**src/rtl/core/dpg_pkg.sv**
```systemverilog
`timescale 1ns / 1ps
// ----------------------------------------------------------------------------
// dpg_pkg
// shared constants, types and helper functions for the particle grower
// ----------------------------------------------------------------------------
package dpg_pkg;

  // grid geometry and timing
  localparam int GRID_W      = 64;
  localparam int GRID_H      = 32;
  localparam int FADE_FRAMES = 45;

  localparam int NCELLS   = GRID_W * GRID_H;
  localparam int MIN_WH   = (GRID_W < GRID_H) ? GRID_W : GRID_H;
  localparam int CENTRE_X = GRID_W / 2;
  localparam int CENTRE_Y = GRID_H / 2;

  localparam int X_W    = 6;
  localparam int Y_W    = 5;
  localparam int ADDR_W = $clog2(NCELLS);
  localparam int CELL_W = 7;
  localparam int CRD_W  = 10;
  localparam int BR_W   = 10;
  localparam int CNT_W  = 12;
  localparam int AGE_W  = 6;
  localparam int FADE_W = 6;
  localparam int STEP_W = 10;
  localparam int RAD_W  = 24;
  localparam int ROOT_W = 12;

  localparam int BR_RESET   = 80;
  localparam int BR_CAP     = MIN_WH * 8 - 32;
  localparam int FADE_R     = MIN_WH * 8 - 48;
  localparam int COUNT_LIM  = NCELLS / 6;
  localparam int COUNT_MAX  = 4095;
  localparam int BR_MAX     = 1023;

  // item kinds
  typedef enum logic [1:0] {
    KIND_LAUNCH = 2'd0,
    KIND_STEP   = 2'd1,
    KIND_FRAME  = 2'd2,
    KIND_READ   = 2'd3
  } kind_t;

  // sequencer states
  typedef enum logic [3:0] {
    ST_CLEAR,
    ST_IDLE,
    ST_LAUNCH,
    ST_STEP,
    ST_NBR,
    ST_DECIDE,
    ST_SQRT,
    ST_STICK,
    ST_FRAME,
    ST_READ,
    ST_READ_DATA,
    ST_OUT
  } state_t;

  // cos(2*pi*k/64) in Q1.14
  function automatic logic [14:0] quarter_cos(input logic [4:0] q);
    logic [14:0] v;
    case (q)
      5'd0:    v = 15'd16384;
      5'd1:    v = 15'd16305;
      5'd2:    v = 15'd16069;
      5'd3:    v = 15'd15679;
      5'd4:    v = 15'd15137;
      5'd5:    v = 15'd14449;
      5'd6:    v = 15'd13623;
      5'd7:    v = 15'd12665;
      5'd8:    v = 15'd11585;
      5'd9:    v = 15'd10394;
      5'd10:   v = 15'd9102;
      5'd11:   v = 15'd7723;
      5'd12:   v = 15'd6270;
      5'd13:   v = 15'd4756;
      5'd14:   v = 15'd3196;
      5'd15:   v = 15'd1606;
      default: v = 15'd0;
    endcase
    return v;
  endfunction

  // magnitude and sign of the circle table entry
  function automatic logic [15:0] cos_q14(input logic [5:0] k);
    logic [4:0] q;
    logic [4:0] qr;
    logic [15:0] r;
    q  = {1'b0, k[3:0]};
    qr = 5'd16 - q;
    case (k[5:4])
      2'd0:    r = {1'b0, quarter_cos(q)};
      2'd1:    r = {1'b1, quarter_cos(qr)};
      2'd2:    r = {1'b1, quarter_cos(q)};
      default: r = {1'b0, quarter_cos(qr)};
    endcase
    return r;
  endfunction

  // step code: 0 none, 1 plus one, anything else minus one
  function automatic logic signed [CRD_W-1:0] decode_step(input logic [1:0] v);
    logic signed [CRD_W-1:0] r;
    case (v)
      2'd0:    r = '0;
      2'd1:    r = CRD_W'(1);
      default: r = -CRD_W'(1);
    endcase
    return r;
  endfunction

  function automatic logic [ADDR_W-1:0] cell_addr(input logic [X_W-1:0] x,
                                                  input logic [Y_W-1:0] y);
    return ADDR_W'(y) * ADDR_W'(GRID_W) + ADDR_W'(x);
  endfunction

endpackage

```
**src/rtl/core/dpg_isqrt.sv**
```systemverilog
`timescale 1ns / 1ps
// ----------------------------------------------------------------------------
// dpg_isqrt
// iterative integer square root, one result bit per cycle
// ----------------------------------------------------------------------------
module dpg_isqrt
  import dpg_pkg::*;
(
  input  logic              clk,
  input  logic              rst,
  input  logic              start,
  input  logic [RAD_W-1:0]  radicand,
  output logic              done,
  output logic [ROOT_W-1:0] root
);

  logic [RAD_W-1:0] rem;
  logic [RAD_W-1:0] res;
  logic [RAD_W-1:0] bitv;
  logic             active;
  logic [RAD_W-1:0] trial;

  assign trial = res + bitv;
  assign done  = active && (bitv == '0);
  assign root  = res[ROOT_W-1:0];

  // one bit pair per cycle
  always_ff @(posedge clk) begin
    if (rst) begin
      active <= 1'b0;
      bitv   <= '0;
    end else if (start) begin
      active <= 1'b1;
      rem    <= radicand;
      res    <= '0;
      bitv   <= RAD_W'(1) << (2 * ROOT_W - 2);
    end else if (active && bitv != '0) begin
      if (rem >= trial) begin
        rem <= rem - trial;
        res <= (res >> 1) + bitv;
      end else begin
        res <= res >> 1;
      end
      bitv <= bitv >> 2;
    end
  end

endmodule

```
**config.mk**
```make
export PLATFORM = sky130hd
export DESIGN_NAME = dpg_isqrt
export DESIGN_NICKNAME = d
export VERILOG_FILES = /design/src/rtl/core/dpg_pkg.sv /design/src/rtl/core/dpg_isqrt.sv
export SDC_FILE = /design/constraint.sdc
export NUM_CORES = 1
export LEC_CHECK = 0
export ABC_AREA = 1
export BUFFER_PORTS_ARGS = -buffer_cell sky130_fd_sc_hd__buf_2
export CAP_MARGIN = 20
export CORE_MARGIN = 8
export CORE_UTILIZATION = 39
export DETAILED_ROUTE_END_ITERATION = 8
export GPL_ROUTABILITY_DRIVEN = 0
export SYNTH_ARGS = -nofsm -noshare
export SYNTH_HDL_FRONTEND = slang
export SYNTH_SLANG_ARGS = --single-unit
```
**constraint.sdc**
```tcl
create_clock -name clk -period 7.6 [get_ports clk]
set_input_delay 0.38 -clock clk [delete_from_list [all_inputs] [get_ports clk]]
set_output_delay 0.38 -clock clk [all_outputs]
set_load 0.01 [all_outputs]
```
**Word level (Yosys, flattened, before mapping)**

Index checks and enable logic that the tools add are counted.

- Bits in registers: 61
- Input bits: 27
- Logic and storage cells: 26

- Add/subtract/negate cells: 3
- Magnitude comparators: 1
- Mux-type cells: 7
- Bitwise operators: 1
- Reductions and logical operators: 9

Operator list:

| operator | count |
|---|---|
| 24-bit two-way mux | 5 |
| 23-bit two-way mux | 2 |
| 23-bit by 23-bit adder with 24-bit output | 1 |
| 24-bit by 23-bit adder with 24-bit output | 1 |
| 24-bit greater-or-equal comparator | 1 |
| 24-bit zero test | 1 |
| 24-bit nonzero test | 1 |
| 24-bit subtractor | 1 |
| 2-bit nonzero test | 2 |
| 3-bit AND reduction | 1 |
| 1-bit logical AND | 2 |
| 2-bit AND reduction | 1 |
| 2-bit OR reduction | 1 |
| 1-bit NOT | 1 |

**Longest topological paths before layout**

Gate-level depths: netlist (run 1).

- Depth in word-level cells: 5
- Depth in mapped cells: 23
- Mapped depth without buffers: 23

**Least setup slack after synthesis (run 1)**

Ideal clock, no wire load.

- Path kind: register -> register
- Start: reg res[6]
- End: reg rem[0], enable pin
- Library setup time: 0.405 ns
- Arrival time: 3.751 ns
- Slack: 3.444 ns
- Cell stages (with the launch flop): 21
- Path buffers: 1
- Clock period less this slack: 4.156 ns
- Cell sequence: edfxtp_1 ha_1 nand2_1 o21ai_0 inv_1 nand2_1 inv_1 o21bai_1 nand3_1 nand3_1 nand2_1 ha_1 nand2_1 nor2_1 nand2_1 nor2_1 nand2_2 nand3_4 nor2_4 buf_6 nor2_1

- Longest elaborated chain between the ends: 4

Ends and longest elaborated chain:

| item | line | RTL |
|---|---|---|
| start, declared | dpg_isqrt.sv:18 | `logic [RAD_W-1:0] res;` |
| start signal, assigned | dpg_isqrt.sv:40 | `res <= (res >> 1) + bitv;` |
| start signal, assigned | dpg_isqrt.sv:42 | `res <= res >> 1;` |
| 24-bit by 23-bit adder with 24-bit output | dpg_isqrt.sv:23 | `assign trial = res + bitv;` |
| 24-bit greater-or-equal comparator | dpg_isqrt.sv:38 | `if (rem >= trial) begin` |
| 2-bit nonzero test (no line) | -- |  |
| 3-bit AND reduction (no line) | -- |  |
| end signal, assigned | dpg_isqrt.sv:34 | `rem <= radicand;` |
| end signal, assigned | dpg_isqrt.sv:39 | `rem <= rem - trial;` |
| end, declared | dpg_isqrt.sv:17 | `logic [RAD_W-1:0] rem;` |

Every way passes these cells.
A chain may end at the register's enable or synchronous reset.

**Worst setup path after layout (run 1)**

- Start: reg res[10]
- End: reg rem[21], enable pin

The elaborated chain is that of the path after synthesis.

==> flow_summary.html, run 1 <==
<table>
<tr><th>Metric</th><th>Value</th></tr>
<tr><th colspan="2">STA</th></tr>
<tr><td>Final period util</td><td>0.5612</td></tr>
<tr><td>Summed negative setup slack over all endpoints</td><td>0 ns</td></tr>
<tr><td>Final critical path time including I/O delays and setup</td><td>4.265 ns</td></tr>
<tr><td>Finish-stage setup viols</td><td>0</td></tr>
<tr><td>Max Fclk</td><td>0.2345 GHz</td></tr>
<tr><td>Number of slew-limit violations in the final report</td><td>0</td></tr>
<tr><td>Worst slew pin tran</td><td>0.9903 ns</td></tr>
<tr><td>Total count of hold-check failures in the final report</td><td>0</td></tr>
<tr><td>Setup repair after global routing missed its margin</td><td>false</td></tr>
<tr><td>Headroom to the max-slew limit</td><td>0.3391</td></tr>
<tr><td>Setup skew after layout</td><td>0.007463 ns</td></tr>
<tr><th colspan="2">Pwr</th></tr>
<tr><td>Clock network power share</td><td>0.376</td></tr>
<tr><td>Internal Pwr Total</td><td>0.7626 mW</td></tr>
<tr><td>Cell leakage power</td><td>3.480 nW</td></tr>
<tr><td>Switching Power</td><td>0.4173 mW</td></tr>
<tr><td>Total power draw</td><td>1.180 mW</td></tr>
<tr><td>Fraction of power consumed by combinational cells</td><td>0.273</td></tr>
<tr><td>Areal power density over the cells</td><td>169.3 nW/um^2</td></tr>
<tr><td>Peak supply drop</td><td>0.1217 mV</td></tr>
<tr><td>Net Sw Frac</td><td>0.3537</td></tr>
<tr><td>Power share of the sequential group</td><td>0.352</td></tr>
<tr><th colspan="2">Floorplan</th></tr>
<tr><td>Die Area</td><td>20620 um^2</td></tr>
<tr><td>Ports</td><td>40</td></tr>
<tr><td>Starting Density</td><td>0.3997</td></tr>
<tr><td>Placeable core area</td><td>15890 um^2</td></tr>
<tr><td>Floorplan die width</td><td>143.6 um</td></tr>
<tr><td>Die height</td><td>143.6 um</td></tr>
<tr><td>Number of core rows</td><td>46</td></tr>
<tr><th colspan="2">Routing</th></tr>
<tr><td>Remaining routing DRC violations</td><td>0</td></tr>
<tr><td>Iteration-0 DRC count of the detailed router</td><td>533</td></tr>
<tr><td>Drt via density</td><td>4.978</td></tr>
<tr><td>DR WL/cell</td><td>14.81 um</td></tr>
<tr><td>Vias</td><td>6292</td></tr>
<tr><td>Wirelength, routed</td><td>18720 um</td></tr>
<tr><td>Post-DRT Antenna Nets</td><td>0</td></tr>
<tr><td>First-pass iteration count of the detailed router</td><td>6</td></tr>
<tr><th colspan="2">Clock tree</th></tr>
<tr><td>CTS Buf Count</td><td>9</td></tr>
<tr><td>CTS max path bufs</td><td>2</td></tr>
<tr><td>TritonCTS clock tree</td><td>built</td></tr>
<tr><td>Worst skew pair latency</td><td>0.35 ns</td></tr>
<tr><td>Number of gates resized after cts</td><td>0</td></tr>
<tr><td>Sink count of the clock tree</td><td>61</td></tr>
<tr><td>Level count of the clock H-tree</td><td>3</td></tr>
<tr><td>CTS Hold Bufs</td><td>0</td></tr>
<tr><td>Post-CTS Setup Inserts</td><td>0</td></tr>
<tr><td>Root buf cell</td><td>sky130_fd_sc_hd__clkbuf_16</td></tr>
<tr><td>Clk slew on worst S/H paths</td><td>0.06 ns</td></tr>
<tr><th colspan="2">Cells and area</th></tr>
<tr><td>Antenna Cells</td><td>0</td></tr>
<tr><td>Proportion of layout cells with a drive suffix above 1</td><td>0.07252</td></tr>
<tr><td>Final nets</td><td>1121</td></tr>
<tr><td>Number of filler cells placed in the layout</td><td>1755</td></tr>
<tr><td>Area added between synthesis and finish</td><td>9.754%</td></tr>
<tr><th colspan="2">Worst setup path</th></tr>
<tr><td>Maximum fanout encountered on the critical timing path</td><td>24</td></tr>
<tr><td>Type of origin of the critical path</td><td>register</td></tr>
<tr><td>Cell type with the highest occurrence count on the critical path</td><td>sky130_fd_sc_hd__nand2_1</td></tr>
<tr><td>Cell at the slowest stage of the critical path</td><td>sky130_fd_sc_hd__edfxtp_1</td></tr>
<tr><td>Dominant delay contributor by cell family on the critical path</td><td>simple AND/OR/NAND/NOR gates</td></tr>
<tr><td>Worst Setup Path Type</td><td>reg2reg</td></tr>
<tr><td>Maximum single-stage delay on the critical path</td><td>0.53 ns</td></tr>
<tr><td>Nature of the critical path endpoint</td><td>register</td></tr>
<tr><td>CP Data Arrival Time</td><td>4.34 ns</td></tr>
<tr><td>Sum of buffers and inverters on the critical path</td><td>2</td></tr>
<tr><td>Required time reported for the critical path endpoint</td><td>7.67 ns</td></tr>
<tr><td>Cells along the critical path</td><td>ha_1 -&gt; nand2_1 -&gt; o21ai_0 -&gt; o21bai_1 -&gt; nand3_1 -&gt; nand3_1 -&gt; nand2_1 -&gt; ha_1 -&gt; nand2_1 -&gt; nand2_1 -&gt; inv_1 -&gt; nand2_1 -&gt; a21oi_1 -&gt; nand3_4 -&gt; nor2_4 -&gt; nor2_2 -&gt; buf_4</td></tr>
<tr><th colspan="2">Yosys</th></tr>
<tr><td>Fraction of synthesis flops using an asynchronous set or reset pin</td><td>0</td></tr>
<tr><td>Per-instance average area after synthesis</td><td>6.244 um^2</td></tr>
<tr><td>EDFF count, synth</td><td>48</td></tr>
<tr><td>Leading register cell type out of synthesis</td><td>sky130_fd_sc_hd__edfxtp_1</td></tr>
<tr><td>Top post-synthesis cells by count</td><td>sky130_fd_sc_hd__nand2_1 (404), sky130_fd_sc_hd__inv_1 (143), sky130_fd_sc_hd__nor2_1 (81)</td></tr>
<tr><td>Ranking of synthesized cells by area</td><td>sky130_fd_sc_hd__nand2_1 (24%), sky130_fd_sc_hd__edfxtp_1 (23%), sky130_fd_sc_hd__ha_1 (9.9%)</td></tr>
<tr><td>Yosys warning total</td><td>0</td></tr>
<tr><td>Most instantiated library cell after synthesis</td><td>sky130_fd_sc_hd__nand2_1</td></tr>
<tr><td>Fraction of the yosys area taken by sequential cells</td><td>0.2680</td></tr>
<tr><td>Netlist Area Pre-Place</td><td>6350 um^2</td></tr>
<tr><td>Count of cell types in the netlist</td><td>37</td></tr>
<tr><td>Cell type contributing the most total cell area after synthesis</td><td>sky130_fd_sc_hd__nand2_1</td></tr>
<tr><td>Register bit total from synthesis</td><td>61</td></tr>
<tr><td>Area share of the leading cell type in the synthesized netlist</td><td>0.2388</td></tr>
<tr><td>Syn Inst Count</td><td>1017</td></tr>
<tr><td>Total nets after synthesis</td><td>1095</td></tr>
<tr><th colspan="2">GRT</th></tr>
<tr><td>Initial antenna violation count</td><td>0</td></tr>
<tr><td>All-Layer GR Usage</td><td>0.1876</td></tr>
<tr><td>Maximum number of pins on one net before global-route repair</td><td>38</td></tr>
<tr><td>Final global-route overflow total</td><td>0</td></tr>
<tr><td>Vias in the first global route</td><td>5673</td></tr>
<tr><td>Global-route wire length before repair</td><td>29900 um</td></tr>
<tr><th colspan="2">Run</th></tr>
<tr><td>Number of violations of the max-capacitance limit</td><td>0</td></tr>
<tr><th colspan="2">Placed design</th></tr>
<tr><td>DPL Wire Length</td><td>14480 um</td></tr>
<tr><td>Total of buffers placed on input and output ports</td><td>39</td></tr>
<tr><th colspan="2">Outcome</th></tr>
<tr><td>Result of the run</td><td>finished, final reports clean</td></tr>
<tr><th colspan="2">Min path</th></tr>
<tr><td>Worst hold path type</td><td>in2reg</td></tr>
</table>
-- path summary, 6_finish.rpt --
check	startpoint	to	slack (ns)	cells after the start
setup / recovery	res[10]	rem[21]	3.33	17
hold / removal	rst	bitv[22]	0.23	2
setup reg to reg	res[10]	rem[21]	3.33	17
hold reg to reg	active	bitv[8]	0.50	2
-- registers in the layout, indices dropped and copies added (netlist names) --
name and flops:
active 1, bitv 12, rem 24, res 24
-- metal layers --
layer,track usage,part of all wire
met1,0.2635,0.50
met2,0.2810,0.42
met3,0.02820,0.054
met4,0.07526,0.023
met5,0,0
-- through the flow --
stage	std cells	instance area [um^2]	worst slack (ns)	hold WS (ns)	utilization
floorplan	1017	6350	3.444	0.4491	-
global placement	1248	6656	3.455	0.4935	0.4190
detailed placement	1248	6656	3.421	0.4967	0.4190
CTS	1264	6969	3.394	0.2246	0.4387
global route	1264	6969	2.949	0.2417	0.4387
finish	1264	6969	3.335	0.2344	0.4387
-- final cells by class --
cell class	instances	area, um^2	area share
inverter	147	551.8	0.07917
clock inverter	5	37.54	0.005386
multi-input combinational	784	3930	0.5639
clock buffer	11	275.3	0.03950
timing repair buffer	40	202.7	0.02908
tap	216	270.3	0.03878
sequential	61	1702	0.2442
-- power groups by stage --
stage	registers (mW)	clock network (mW)	logic, mW
floorplan	0.411	0	0.251
global placement	0.422	0	0.317
detailed placement	0.422	0	0.318
CTS	0.415	0.445	0.321
global route	0.418	0.457	0.365
finish	0.415	0.443	0.322
-- logic make-up after synthesis --
group / Yosys count / synth area share
AOI/OAI and AO/OA: 92 / 0.07566
xor gates and xnor gates: 26 / 0.03586
adders and majority gates: 51 / 0.1017
buffers and inverters: 172 / 0.1135
DFF: 61 / 0.2680
and+or+nand+nor: 615 / 0.4053
-- worst register-to-register path, delay by kind of cell (launching register included) --
kind | cells | cell delay, ns
AOI/OAI and AO/OA | 3 | 0.84
adders and majority gates | 2 | 0.81
buffers and inverters | 2 | 0.33
DFF | 1 | 0.53
and+or+nand+nor | 10 | 1.48
-- cells in the final DEF (no fill, tap or decap), types with 11 or more instances in the layout --
master                      count
sky130_fd_sc_hd__edfxtp_1      48
sky130_fd_sc_hd__xnor2_1       16
sky130_fd_sc_hd__dfxtp_1       13
sky130_fd_sc_hd__nand3_1       74
sky130_fd_sc_hd__a21oi_1       49
sky130_fd_sc_hd__o21ai_0       32
sky130_fd_sc_hd__nand3b_1      11
sky130_fd_sc_hd__nor2_1        80
sky130_fd_sc_hd__nand2_1      404
sky130_fd_sc_hd__clkbuf_16     11
sky130_fd_sc_hd__buf_2         39
sky130_fd_sc_hd__nand4_1       16
sky130_fd_sc_hd__inv_1        143
sky130_fd_sc_hd__ha_1          50
Note: power is estimated with default switching activity, not from simulation.
==> run 2: changes to the inputs <==
- clock period: 7.6 -> 4.3 ns (I/O delays scaled with it)
==> run 2 against run 1 <==
Net effect:
- cell count is 1.3% higher
- wire length up 4.1%
- register-to-register slack worse by 3.0 ns
- count of clock-buffer cells in the layout up 1
- critical endpoint is now rem[19]
==> flow_summary.html, run 2 (synthesis results as in run 1) <==
<table>
<tr><th>Metric</th><th>Value</th></tr>
<tr><th colspan="2">Routing</th></tr>
<tr><td>DR WL/cell</td><td>15.23 um (+2.8%)</td></tr>
<tr><td>Drt via density</td><td>5.005 (+0.54%)</td></tr>
<tr><td>Vias</td><td>6406 (+1.8%)</td></tr>
<tr><td>First-pass iteration count of the detailed router</td><td>5 (-1)</td></tr>
<tr><td>Post-DRT Antenna Nets</td><td>0 (unchanged)</td></tr>
<tr><td>Wirelength, routed</td><td>19490 um (+4.1%)</td></tr>
<tr><td>Iteration-0 DRC count of the detailed router</td><td>665 (+25%)</td></tr>
<tr><td>Remaining routing DRC violations</td><td>0 (unchanged)</td></tr>
<tr><th colspan="2">GRT</th></tr>
<tr><td>Maximum number of pins on one net before global-route repair</td><td>38 (unchanged)</td></tr>
<tr><td>All-Layer GR Usage</td><td>0.1920 (+0.004435)</td></tr>
<tr><td>Vias in the first global route</td><td>5874 (+3.5%)</td></tr>
<tr><td>Initial antenna violation count</td><td>0 (unchanged)</td></tr>
<tr><td>Final global-route overflow total</td><td>0 (unchanged)</td></tr>
<tr><td>Global-route wire length before repair</td><td>30640 um (+2.5%)</td></tr>
<tr><th colspan="2">Min path</th></tr>
<tr><td>Worst hold path type</td><td>in2reg</td></tr>
<tr><th colspan="2">Cells and area</th></tr>
<tr><td>Area of the multi-input gates</td><td>3944 um^2 (+0.35%)</td></tr>
<tr><td>Combined flip-flop and latch cell area</td><td>1702 um^2 (unchanged)</td></tr>
<tr><td>Antenna Cells</td><td>0 (unchanged)</td></tr>
<tr><td>Proportion of layout cells with a drive suffix above 1</td><td>0.08647 (+0.01395)</td></tr>
<tr><td>Area added between synthesis and finish</td><td>11.70%</td></tr>
<tr><td>Largest registers</td><td>rem (24), res (24), bitv (12)</td></tr>
<tr><td>Final nets</td><td>1137 (+1.4%)</td></tr>
<tr><td>Highest-count cells in the layout ignoring fill and taps</td><td>sky130_fd_sc_hd__nand2_1 (404), sky130_fd_sc_hd__inv_1 (143), sky130_fd_sc_hd__nor2_1 (80), sky130_fd_sc_hd__nand3_1 (74), sky130_fd_sc_hd__ha_1 (50)</td></tr>
<tr><td>Most frequent standard cell in the layout excluding fill and tap cells</td><td>sky130_fd_sc_hd__nand2_1</td></tr>
<tr><td>Number of filler cells placed in the layout</td><td>1750 (-0.28%)</td></tr>
<tr><th colspan="2">Pwr</th></tr>
<tr><td>Peak supply drop</td><td>0.2556 mV (+110%)</td></tr>
<tr><td>Cell leakage power</td><td>3.558 nW (+2.2%)</td></tr>
<tr><td>Internal Pwr Total</td><td>1.335 mW (+75%)</td></tr>
<tr><td>Clock network power share</td><td>0.362 (-0.014)</td></tr>
<tr><td>Switching Power</td><td>0.7357 mW (+76%)</td></tr>
<tr><td>Power share of the sequential group</td><td>0.353 (about the same)</td></tr>
<tr><td>Fraction of power consumed by combinational cells</td><td>0.285 (+0.012)</td></tr>
<tr><td>Areal power density over the cells</td><td>291.9 nW/um^2 (+72%)</td></tr>
<tr><td>Net Sw Frac</td><td>0.3553 (+0.001607)</td></tr>
<tr><th colspan="2">STA</th></tr>
<tr><td>Total count of hold-check failures in the final report</td><td>0 (unchanged)</td></tr>
<tr><td>Final critical path time including I/O delays and setup</td><td>3.981 ns (-0.2848 ns)</td></tr>
<tr><td>Summed negative setup slack over all endpoints</td><td>0 ns (unchanged)</td></tr>
<tr><td>Max Fclk</td><td>0.2512 GHz (+7.2%)</td></tr>
<tr><td>Setup repair after global routing missed its margin</td><td>false</td></tr>
<tr><td>Smallest setup slack after layout</td><td>0.3195 ns (-3.015 ns)</td></tr>
<tr><td>Final period util</td><td>0.9257 (+0.3645)</td></tr>
<tr><td>Number of slew-limit violations in the final report</td><td>0 (unchanged)</td></tr>
<tr><td>Worst slew pin tran</td><td>0.9840 ns (-0.006271 ns)</td></tr>
<tr><td>Setup skew after layout</td><td>0.008754 ns (+0.001291 ns)</td></tr>
<tr><td>Finish-stage setup viols</td><td>0 (unchanged)</td></tr>
<tr><td>Headroom to the max-slew limit</td><td>0.3433 (+0.004185)</td></tr>
<tr><th colspan="2">Worst setup path</th></tr>
<tr><td>CP Data Arrival Time</td><td>4.03 ns (-0.31 ns)</td></tr>
<tr><td>Worst Setup Path Type</td><td>reg2reg</td></tr>
<tr><td>Maximum fanout encountered on the critical timing path</td><td>24 (unchanged)</td></tr>
<tr><td>Cell type with the highest occurrence count on the critical path</td><td>sky130_fd_sc_hd__nand2_1</td></tr>
<tr><td>Cells along the critical path</td><td>ha_1 -&gt; nand2_1 -&gt; o21ai_0 -&gt; o21bai_1 -&gt; nand3_1 -&gt; nand3_1 -&gt; nand2_1 -&gt; ha_1 -&gt; nand2_1 -&gt; nor2_1 -&gt; nand2_1 -&gt; inv_1 -&gt; nand2_1 -&gt; nand3_4 -&gt; nor2_4 -&gt; nor2_2 -&gt; buf_12</td></tr>
<tr><td>Required time reported for the critical path endpoint</td><td>4.35 ns (-3.32 ns)</td></tr>
<tr><td>Nature of the critical path endpoint</td><td>register</td></tr>
<tr><td>Cell at the slowest stage of the critical path</td><td>sky130_fd_sc_hd__edfxtp_1</td></tr>
<tr><td>Maximum single-stage delay on the critical path</td><td>0.53 ns (about the same)</td></tr>
<tr><td>Type of origin of the critical path</td><td>register</td></tr>
<tr><th colspan="2">Floorplan</th></tr>
<tr><td>Starting Density</td><td>0.3997 (unchanged)</td></tr>
<tr><td>Floorplan die width</td><td>143.6 um (unchanged)</td></tr>
<tr><td>Number of core rows</td><td>46 (unchanged)</td></tr>
<tr><td>Die height</td><td>143.6 um (unchanged)</td></tr>
<tr><td>Ports</td><td>40 (unchanged)</td></tr>
<tr><td>Die Area</td><td>20620 um^2 (unchanged)</td></tr>
<tr><td>Placeable core area</td><td>15890 um^2 (unchanged)</td></tr>
<tr><th colspan="2">Clock tree</th></tr>
<tr><td>TritonCTS clock tree</td><td>built</td></tr>
<tr><td>Level count of the clock H-tree</td><td>3 (unchanged)</td></tr>
<tr><td>CTS max path bufs</td><td>2 (unchanged)</td></tr>
<tr><td>CTS Buf Count</td><td>9 (unchanged)</td></tr>
<tr><td>Worst skew pair latency</td><td>0.35 ns (about the same)</td></tr>
<tr><td>CTS Hold Bufs</td><td>0 (unchanged)</td></tr>
<tr><td>Clk slew on worst S/H paths</td><td>0.06 ns (about the same)</td></tr>
<tr><td>Root buf cell</td><td>sky130_fd_sc_hd__clkbuf_16</td></tr>
<tr><td>Sink count of the clock tree</td><td>61 (unchanged)</td></tr>
<tr><th colspan="2">Placed design</th></tr>
<tr><td>Total of buffers placed on input and output ports</td><td>39 (unchanged)</td></tr>
<tr><td>DPL Wire Length</td><td>15210 um (+5.0%)</td></tr>
<tr><td>Place WS</td><td>0.3889 ns (-3.032 ns)</td></tr>
<tr><th colspan="2">Run</th></tr>
<tr><td>Number of violations of the max-capacitance limit</td><td>0 (unchanged)</td></tr>
<tr><th colspan="2">Outcome</th></tr>
<tr><td>Result of the run</td><td>finished, final reports clean</td></tr>
</table>
## run 2: changes by cell type in the layout (fill, tap and decap cells not counted), sizes merged
cell | before | now
buf | 40 | 55
inv | 149 | 147
clkbuf | 11 | 12
clkinvlp | 0 | 1
nand3 | 75 | 76
## run 2: area by class of cell
cell class,instances,share of cell area
clock buffer,12,0.03775
timing repair buffer,55,0.04622
sequential,61,0.2399
clock inverter,4,0.004234
inverter,147,0.07779
tap,216,0.03810
multi-input combinational,785,0.5560
## run 2: worst paths after layout
check,startpoint,end,slack (ns),cells after the start
min reg2reg,active,bitv[8],0.48,2
min,rst,active,0.05,2
max reg2reg,res[10],rem[19],0.32,17
max,res[10],rem[19],0.32,17
## run 2: per-stage QoR
stage	total power, mW	cell area [um^2]	std cells	util	hold slack [ns]
6_report	2.071	7093	1280	0.4465	0.05499
5_1_grt	2.177	7093	1280	0.4465	0.06135
4_1_cts	2.066	7072	1278	0.4452	0.05020
3_5_place_dp	1.318	6774	1262	0.4264	0.4165
3_3_place_gp	1.314	6774	1262	0.4264	0.4148
2_1_floorplan	1.171	6350	1017	-	0.2841
## run 2: worst max-delay path, delay by kind of cell, from the launching register on
family,cells,cell delay (ns)
DFF,1,0.53
adders and majority gates,2,0.83
AOI/OAI and AO/OA,2,0.61
buffers and inverters,2,0.28
and+or+nand+nor,11,1.41
## run 2: repair_timing
item                       in CTS  in global routing
setup endpoints to repair       0                  6
setup buffers                   0                  1
gates resized for setup         0                  1
## run 2: routing by layer
layer  global-route usage  vias up  part of all wire
li1                     -     3335                 -
met1               0.2669     2832              0.49
met2               0.2907      218              0.42
met3              0.04081       21             0.069
met4              0.05755        0             0.019
met5                    0        -                 0
## run 2: power by group through the flow
stage          registers (mW)  logic [mW]  clock network (mW)
3_5_place_dp            0.743       0.575                   0
6_report                0.731       0.590               0.750
4_1_cts                 0.731       0.578               0.757
5_1_grt                 0.734       0.667               0.776
3_3_place_gp            0.742       0.571                   0
2_1_floorplan           0.727       0.444                   0
